$ cat config.mk
export PLATFORM = sky130hd
export DESIGN_NAME = bdq_ctrl
export DESIGN_NICKNAME = d
export VERILOG_FILES = /design/src/hdl/bounded_deque_with_index_read_top_macros.svh /design/src/hdl/bdq_pkg.sv /design/src/hdl/bdq_ctrl.sv
export SDC_FILE = /design/constraint.sdc
export NUM_CORES = 1
export LEC_CHECK = 0
export BUFFER_PORTS_ARGS = -buffer_cell sky130_fd_sc_hd__buf_2
export CAP_MARGIN = 20
export CORE_AREA = 4 4 41 43
export CTS_CLUSTER_SIZE = 16
export DETAILED_ROUTE_END_ITERATION = 16
export DIE_AREA = 0 0 45 47
export GPL_ROUTABILITY_DRIVEN = 0
export PLACE_DENSITY = 0.42
export SLEW_MARGIN = 20
export SYNTH_ARGS = -nofsm -noshare
export SYNTH_HDL_FRONTEND = slang
export SYNTH_SLANG_ARGS = --single-unit
$ cat constraint.sdc
create_clock -name clk -period 0.95 [get_ports clk]
set_input_delay 0 -clock clk [delete_from_list [all_inputs] [get_ports clk]]
set_output_delay 0 -clock clk [all_outputs]
set_load 0.01 [all_outputs]
$ cat src/hdl/bounded_deque_with_index_read_top_macros.svh
// ----------------------------------------------------------------------------
// Assertion macros for the bounded deque
// Shared concurrent assertion forms, clocked on clk.
// ----------------------------------------------------------------------------
`ifndef BOUNDED_DEQUE_WITH_INDEX_READ_TOP_MACROS_SVH
`define BOUNDED_DEQUE_WITH_INDEX_READ_TOP_MACROS_SVH

// Check a property outside reset.
`define BDQ_ASSERT(lbl, prop, msg) \
  lbl: assert property (@(posedge clk) disable iff (rst) (prop)) else $error(msg);

// Check a property at every edge, reset included.
`define BDQ_ASSERT_ALWAYS(lbl, prop, msg) \
  lbl: assert property (@(posedge clk) (prop)) else $error(msg);

`endif

$ cat src/hdl/bdq_pkg.sv
// ----------------------------------------------------------------------------
// bdq_pkg
// Types, constants and ring arithmetic for the bounded deque.
// ----------------------------------------------------------------------------
package bdq_pkg;

  localparam int CAPACITY = 256;
  localparam int ELEM_W   = 32;
  localparam int PTR_W    = $clog2(CAPACITY);
  localparam int CNT_W    = $clog2(CAPACITY + 1);

  // field widths of the stream items
  localparam int CMD_W   = 3;
  localparam int DATA_W  = 32;
  localparam int IDX_W   = 8;
  localparam int ECNT_W  = 9;
  localparam int STAT_W  = 2;
  localparam int S_TDATA_W = 40;
  localparam int M_TDATA_W = 48;
  localparam int S_TUSER_W = 3;
  localparam int M_TUSER_W = 3;
  localparam int CMP_W = (CNT_W > IDX_W) ? CNT_W : IDX_W;

  typedef enum logic [CMD_W-1:0] {
    CMD_INS_HEAD = 3'd0,
    CMD_INS_TAIL = 3'd1,
    CMD_RM_HEAD  = 3'd2,
    CMD_RM_TAIL  = 3'd3,
    CMD_RD_HEAD  = 3'd4,
    CMD_RD_TAIL  = 3'd5,
    CMD_RD_INDEX = 3'd6
  } cmd_t;

  typedef enum logic [STAT_W-1:0] {
    STAT_OK    = 2'd0,
    STAT_FULL  = 2'd1,
    STAT_EMPTY = 2'd2,
    STAT_RANGE = 2'd3
  } stat_t;

  typedef enum logic {
    S_IDLE,
    S_READ
  } ctl_state_t;

  // controller to datapath
  typedef struct packed {
    logic accept;       // input transaction taken this cycle
    logic load_direct;  // load result computed without the store
    logic load_ram;     // load result from store read data
  } dp_cmd_t;

  // datapath to controller
  typedef struct packed {
    logic             needs_read;  // current command is a read that succeeds
    logic [CNT_W-1:0] count;
  } dp_sts_t;

  // position a + b modulo CAPACITY, both operands below CAPACITY
  function automatic logic [PTR_W-1:0] ring_add(logic [PTR_W-1:0] a, logic [PTR_W-1:0] b);
    logic [PTR_W:0] sum;
    sum = {1'b0, a} + {1'b0, b};
    if (sum >= (PTR_W+1)'(CAPACITY)) begin
      sum = sum - (PTR_W+1)'(CAPACITY);
    end
    return sum[PTR_W-1:0];
  endfunction

endpackage

$ cat src/hdl/bdq_ctrl.sv
// ----------------------------------------------------------------------------
// bdq_ctrl
// Handshake controller: accepts commands, sequences store reads.
// ----------------------------------------------------------------------------
module bdq_ctrl (
  input  logic             clk,
  input  logic             rst,
  input  logic             s_tvalid,
  output logic             s_tready,
  output logic             m_tvalid,
  input  logic             m_tready,
  input  bdq_pkg::dp_sts_t sts,
  output bdq_pkg::dp_cmd_t cmd
);

  bdq_pkg::ctl_state_t state, state_next;
  logic                out_valid, out_valid_next;

  always_ff @(posedge clk) begin
    if (rst) begin
      state     <= bdq_pkg::S_IDLE;
      out_valid <= 1'b0;
    end else begin
      state     <= state_next;
      out_valid <= out_valid_next;
    end
  end

  always_comb begin
    state_next      = state;
    s_tready        = 1'b0;
    cmd.accept      = 1'b0;
    cmd.load_direct = 1'b0;
    cmd.load_ram    = 1'b0;
    unique case (state)
      bdq_pkg::S_IDLE: begin
        // hold off commands while reset is applied
        s_tready   = !rst && (!out_valid || m_tready);
        cmd.accept = s_tvalid && s_tready;
        if (cmd.accept) begin
          if (sts.needs_read) begin
            state_next = bdq_pkg::S_READ;
          end else begin
            cmd.load_direct = 1'b1;
          end
        end
      end
      bdq_pkg::S_READ: begin
        cmd.load_ram = 1'b1;
        state_next   = bdq_pkg::S_IDLE;
      end
      default: begin
        state_next = bdq_pkg::S_IDLE;
      end
    endcase
    if (cmd.load_direct || cmd.load_ram) begin
      out_valid_next = 1'b1;
    end else if (m_tready) begin
      out_valid_next = 1'b0;
    end else begin
      out_valid_next = out_valid;
    end
  end

  assign m_tvalid = out_valid;

endmodule

==> summary.md, run 1 <==
| Metric | Value |
|---|---|
| Status | `finished, violations left` |
| Failing checks | `negative setup slack` |
| Grt total ovfl | `0` |
| Ports | `19` |
| Met2 GRT Util | `5.93%` |
| Setup violations, final | `2` |
| Max Freq | `0.983 GHz` |
| NumNets Final | `41` |
| Post-Route WL | `between 300 and 400 um` |
| Die area | `2120 um2` |
| Worst Reg-to-Reg Cells | `2` |
| Synthesized instance count | `13` |
| Crit end category | `output pin` |
| Min-delay worst type | `primary input to flip-flop` |
| Xor/xnor share of the synthesized area | `0%` |
| Synth Warn # | `0` |
| Adder-cell share of the synthesized area | `0%` |
| Critical Path, Cell by Cell | `nor2b_4, nor4b_2, buf_2` |
| Fin util | `17.0%` |
| DR pass1 iterations | `2` |
| Routing usage on met3 | `5.75%` |
| RSZ-0062 raised after global routing | `yes` |
| Shortest period the worst path allows | `1.02 ns` |
| Maxcap violations | `0` |
| Min setup slack post-route | `-0.0676 ns` |
| Largest net degree at the start of global routing | `7` |
| Critical path depth | `3` |
| Worst-Skew Late Latency | `0.22 ns` |
| Initial antenna violation count | `0` |
| Share of post-route cells with drive strength above 1 | `76.0%` |
| Tot Pwr | `0.000341 W` |
| Clock sink total | `2` |
| Slew Limit Fails | `0` |
| Cell Rows | `13` |
| Synth unique cells | `10` |
| Antenna-violating nets left | `0` |
| Global-route wire length before repair | `683 um` |
| Core area | `1300 um2` |
| CP startpoint kind | `flip-flop` |
| Die width | `45 um` |
| Power Dens Cells | `between 1500 and 2000 nW/um2` |
| Worst-path fanout max | `4` |
| Area Overhead vs Synth | `67.0%` |
| Syn Std Cell Area | `133 um2` |
| TritonCTS clock tree | `yes` |
| Crit Path Class | `flip-flop to output pin` |
| CP peak stage delay | `between 0.3 and 0.4 ns` |
| Initial Util | `10.2%` |
| Clock-pin slew on the worst setup and hold paths | `approximately 0.030 ns` |
| Post-synthesis compound-gate area fraction | `4.72%` |
| Grt peak-use layer | `met2` |
| Worst hold stages | `3` |
| Final Hold Viols | `0` |
| CTS Buf Count | `3` |
| Yosys reg bits | `2` |
| Avg Cell Area, Syn | `10.2 um2` |
| Drt wl/cell | `a little over 9 um` |
| GRT Util Overall | `5.21%` |
| CTS max path bufs | `2` |
| Period utilization | `107%` |
| DRC Markers | `0` |
| Non-Filler Instances | `40` |
| Mux share of post-synthesis cell area | `0%` |
| Met1 usage | `approximately 5.4%` |
| Syn Nets | `27` |
| Htree depth | `1` |
| CP Data Arrival Time | `1.02 ns` |
| CP delay by family, top | `simple AND/OR/NAND/NOR gates` |
| Post-Synth Simple-Gate Area | `about 57%` |
| Post-synthesis sequential area ratio | `30.2%` |
| Worst path bufs/invs | `1` |
| Vias/cell | `3.68` |
| Total number of vias | `147` |
| Skew final | `0.00283 ns` |
| P_leak | `0.0969 nW` |
| Placed insts | `36` |
| Root Buffer | `clkbuf_4` |
| Critical path's slowest cell | `dfxtp_2` |
| Initial drt markers | `1` |
| Vias in the first global route | `137` |
| Largest family of logic cells by synthesized area | `simple AND/OR/NAND/NOR gates` |
| Maximum vdd drop | `approximately 0.00033 V` |
| Antenna cells | `0` |
| Slew HR | `86.4%` |
| Die height | `47 um` |
| Least-Margin Pin Slew | `0.202 ns` |
| WP data required | `0.95 ns` |
| PortBufs | `9` |
| WHS | `0.0268 ns` |
==> path summary, 6_finish.rpt <==
path | to | from | slack [ns]
setup reg to reg | state | m_tvalid | 0.23
setup / recovery | cmd[2] | m_tvalid | -0.07
hold reg to reg | state | state | 0.48
hold / removal | state | sts[9] | 0.03
==> repair_timing <==
item	CTS	global route
pin swaps	1	0
buffers inserted	1	0
setup endpoints to repair	3	3
resized for setup	2	0
hold buffers	0	0
==> final cells by class <==
type                    count  area (um2)
repair buffers             10        52.6
inverters                   1        3.75
flip-flops and latches      2        42.5
well taps                  15        18.8
fillers                   156        1080
clock buffers               3        22.5
multi-input cells           9        81.3
==> cell usage in the layout (no fill, tap or decap) <==
cell type	instances
clkbuf_4	3
a31oi_1	1
inv_1	1
nand2b_1	2
buf_2	9
nand2_1	1
nor3_1	1
dfxtp_2	2
nor4b_2	1
nor4_2	2
buf_4	1
nor2b_4	1
==> state kept, by name, summed over array words and instances, names as in the netlist <==
| register | cells |
|---|---|
| state | 1 |
| m_tvalid | 1 |
==> cell families after synthesis <==
family          after synthesis
buf+inv                       2
compound gates                1
simple gates                  8
flops                         2
==> worst min-delay path, stage by stage <==
cell	delay (ns)
buf_2	0.10
nand2_1	0.07
nor4_2	0.03
==> cell usage after synthesis <==
cell / count / share of area (%)
dfxtp_1: 2 / 30
nand2b_1: 2 / 9.4
nor4_2: 2 / 19
a31oi_1: 1 / 4.7
buf_4: 1 / 5.7
inv_1: 1 / 2.8
nand2_1: 1 / 2.8
nor2b_4: 1 / 10
nor3_1: 1 / 3.8
nor4b_2: 1 / 11
==> per-layer routing <==
metal	wire, um	vias up
met4	0	0
met2	140	7
met5	0	-
met3	53	0
li1	-	73
met1	174	67
==> where the power goes <==
group | internal [W] | switching [W] | total [W]
combinational | 0.0000316 | 0.0000297 | 0.0000613
clock | 0.000139 | 0.0000451 | 0.000184
sequential | 0.0000907 | 0.00000506 | 0.0000957
==> per-stage QoR <==
stage / setup TNS, ns / instance area (um2) / setup slack (ns)
after global placement: 0 / 189 / 0.129
final: -0.122 / 221 / -0.0676
after floorplan: 0 / 133 / 0.168
after global routing: -0.317 / 221 / -0.120
after detailed placement: 0 / 189 / 0.107
after CTS: -0.174 / 221 / -0.0952
(Power assumes the default switching activity.)
==> run 2, diff against run 1 <==
Settings changed: CTS_BUF_LIST set to sky130_fd_sc_hd__clkbuf_4 sky130_fd_sc_hd__clkbuf_8 sky130_fd_sc_hd__clkbuf_16, GPL_TIMING_DRIVEN set to 0.
==> run 2 against run 1 <==
The flow still finishes with violations (negative setup slack). Sequential share of layout area decreased by 0.63 points. Fmax increased by 1.0%. Global-route usage decreased by 0.47 points. Core utilization increased by 0.58 points. Worst setup slack improved by 0.011 ns.
==> summary.md, run 2 (synthesis results as in run 1) <==
| Metric | Value |
|---|---|
| Status | `finished, violations left` |
| Failing checks | `negative setup slack` |
| Crit Path Class | `flip-flop to output pin` |
| Initial antenna violation count | `0` |
| P_leak | `0.102 nW` |
| Post-Route WL | `about 380 um` |
| Max Freq | `0.993 GHz` |
| CP peak stage delay | `around 0.3 ns` |
| Slew Limit Fails | `0` |
| TritonCTS clock tree | `yes` |
| Clock-pin slew on the worst setup and hold paths | `about 0.030 ns` |
| Cell Rows | `13` |
| DRC Markers | `0` |
| Shortest period the worst path allows | `1.01 ns` |
| Initial drt markers | `1` |
| CP startpoint kind | `flip-flop` |
| Critical path depth | `3` |
| CP Data Arrival Time | `1.01 ns` |
| TNS Setup | `-0.0921 ns` |
| Worst path bufs/invs | `1` |
| Clock sink total | `2` |
| Vias in the first global route | `144` |
| Period utilization | `106%` |
| Critical path's slowest cell | `dfxtp_2` |
| Initial Util | `10.2%` |
| Worst-path fanout max | `4` |
| Maxcap violations | `0` |
| Area Overhead vs Synth | `72.6%` |
| Largest net degree at the start of global routing | `7` |
| Skew final | `0.0000731 ns` |
| Antenna cells | `0` |
| Core area | `1300 um2` |
| NumNets Final | `42` |
| Drt wl/cell | `about 9 um` |
| Met1 Wirelength | `170 um` |
| CP delay by family, top | `simple AND/OR/NAND/NOR gates` |
| Most frequent cells in the layout | `buf_2 (9), clkbuf_4 (3)` |
| GRT Util Overall | `roughly 4.7%` |
| Top layer in use | `met3` |
| Antenna-violating nets left | `0` |
| Die height | `47 um` |
| DR pass1 iterations | `4` |
| WL met2 | `between 100 and 150 um` |
| Die area | `approximately 2100 um2` |
| Share of post-route cells with drive strength above 1 | `76.9%` |
| Metal3 WL | `approximately 61 um` |
| CTS Hold Bufs | `0` |
| Dpl hpwl | `308 um` |
| Filler Cells Inserted | `154` |
| Min-delay worst type | `primary input to flip-flop` |
| PortBufs | `9` |
| Die width | `about 45 um` |
| Grt total ovfl | `0` |
| CTS max path bufs | `2` |
| Least-Margin Pin Slew | `0.176 ns` |
| Total number of vias | `150` |
| Register area | `42.5 um2` |
| Worst Reg-to-Reg Cells | `2` |
| Worst hold stages | `3` |
| Final Hold Viols | `0` |
| Crit end category | `output pin` |
| Multi-input gate area | `between 80 and 90 um2` |
| Ports | `19` |
| Worst-Skew Late Latency | `0.22 ns` |
| Slew HR | `88.2%` |
| WP data required | `approximately 0.95 ns` |
| Root Buffer | `clkbuf_4` |
| Global-route wire length before repair | `slightly above 600 um` |
| RSZ-0062 raised after global routing | `yes` |
| Maximum vdd drop | `0.000309 V` |
| Setup violations, final | `2` |
| CTS Buf Count | `3` |
| Tot Pwr | `roughly 0.00035 W` |
| Min setup slack post-route | `-0.0571 ns` |
| Vias/cell | `3.66` |
| Power Dens Cells | `1530 nW/um2` |
| Most common cell after layout, fill and taps aside | `buf_2` |
| Htree depth | `1` |
| Critical Path, Cell by Cell | `nor2b_4, nor4b_2, buf_2` |
run 2: cell types whose count changed in the layout (fill, tap and decap cells not counted):
cell,previous run,this run
buf_4,1,2
run 2: power by group:
group | internal, W | total, W | switching [W]
combinational | 0.0000336 | 0.0000646 | 0.0000310
clock | 0.000140 | 0.000190 | 0.0000502
sequential | 0.0000906 | 0.0000954 | 0.00000478
run 2: worst reg2reg max path, stage by stage, from the launching register on:
cell	delay [ns]
dfxtp_2	0.30
nor2b_4	0.13
nor4_2	0.18
run 2: final timing paths:
kind | from | endpoint | slack [ns]
min reg2reg | state | state | 0.49
min | sts[9] | state | 0.02
max | m_tvalid | cmd[2] | -0.06
max reg2reg | m_tvalid | state | 0.24
run 2: layout make-up:
cell class	instances	share of cell area, %
plain buffers	1	3.28
clock buffers	3	9.84
inverters	1	1.64
multi-input cells	9	35.5
flip-flops and latches	2	18.6
well taps	15	8.20
repair buffers	10	23.0
run 2: repair_timing:
action | CTS | global route
endpoints found under the setup margin | 3 | 3
endpoints found under the hold margin | 0 | 0
gates cloned | 0 | 0
resized for setup | 2 | 0
pin swaps | 1 | 0
buffers inserted | 1 | 0
run 2: metrics by stage:
stage	util, %	cell area, um2	instances	hold slack [ns]	worst slack, ns
after floorplan	-	133	13	0.0360	0.168
after global placement	15.1	196	37	0.265	0.125
after detailed placement	15.1	196	37	0.265	0.128
after CTS	17.6	229	41	0.0155	-0.0841
after global routing	17.6	229	41	0.0282	-0.118
final	17.6	229	41	0.0224	-0.0571
run 2: layer usage:
metal	up-vias	track usage, %
met2	9	5.93
met4	0	5.26
met1	66	4.52
met5	-	0
li1	75	-
met3	0	3.83
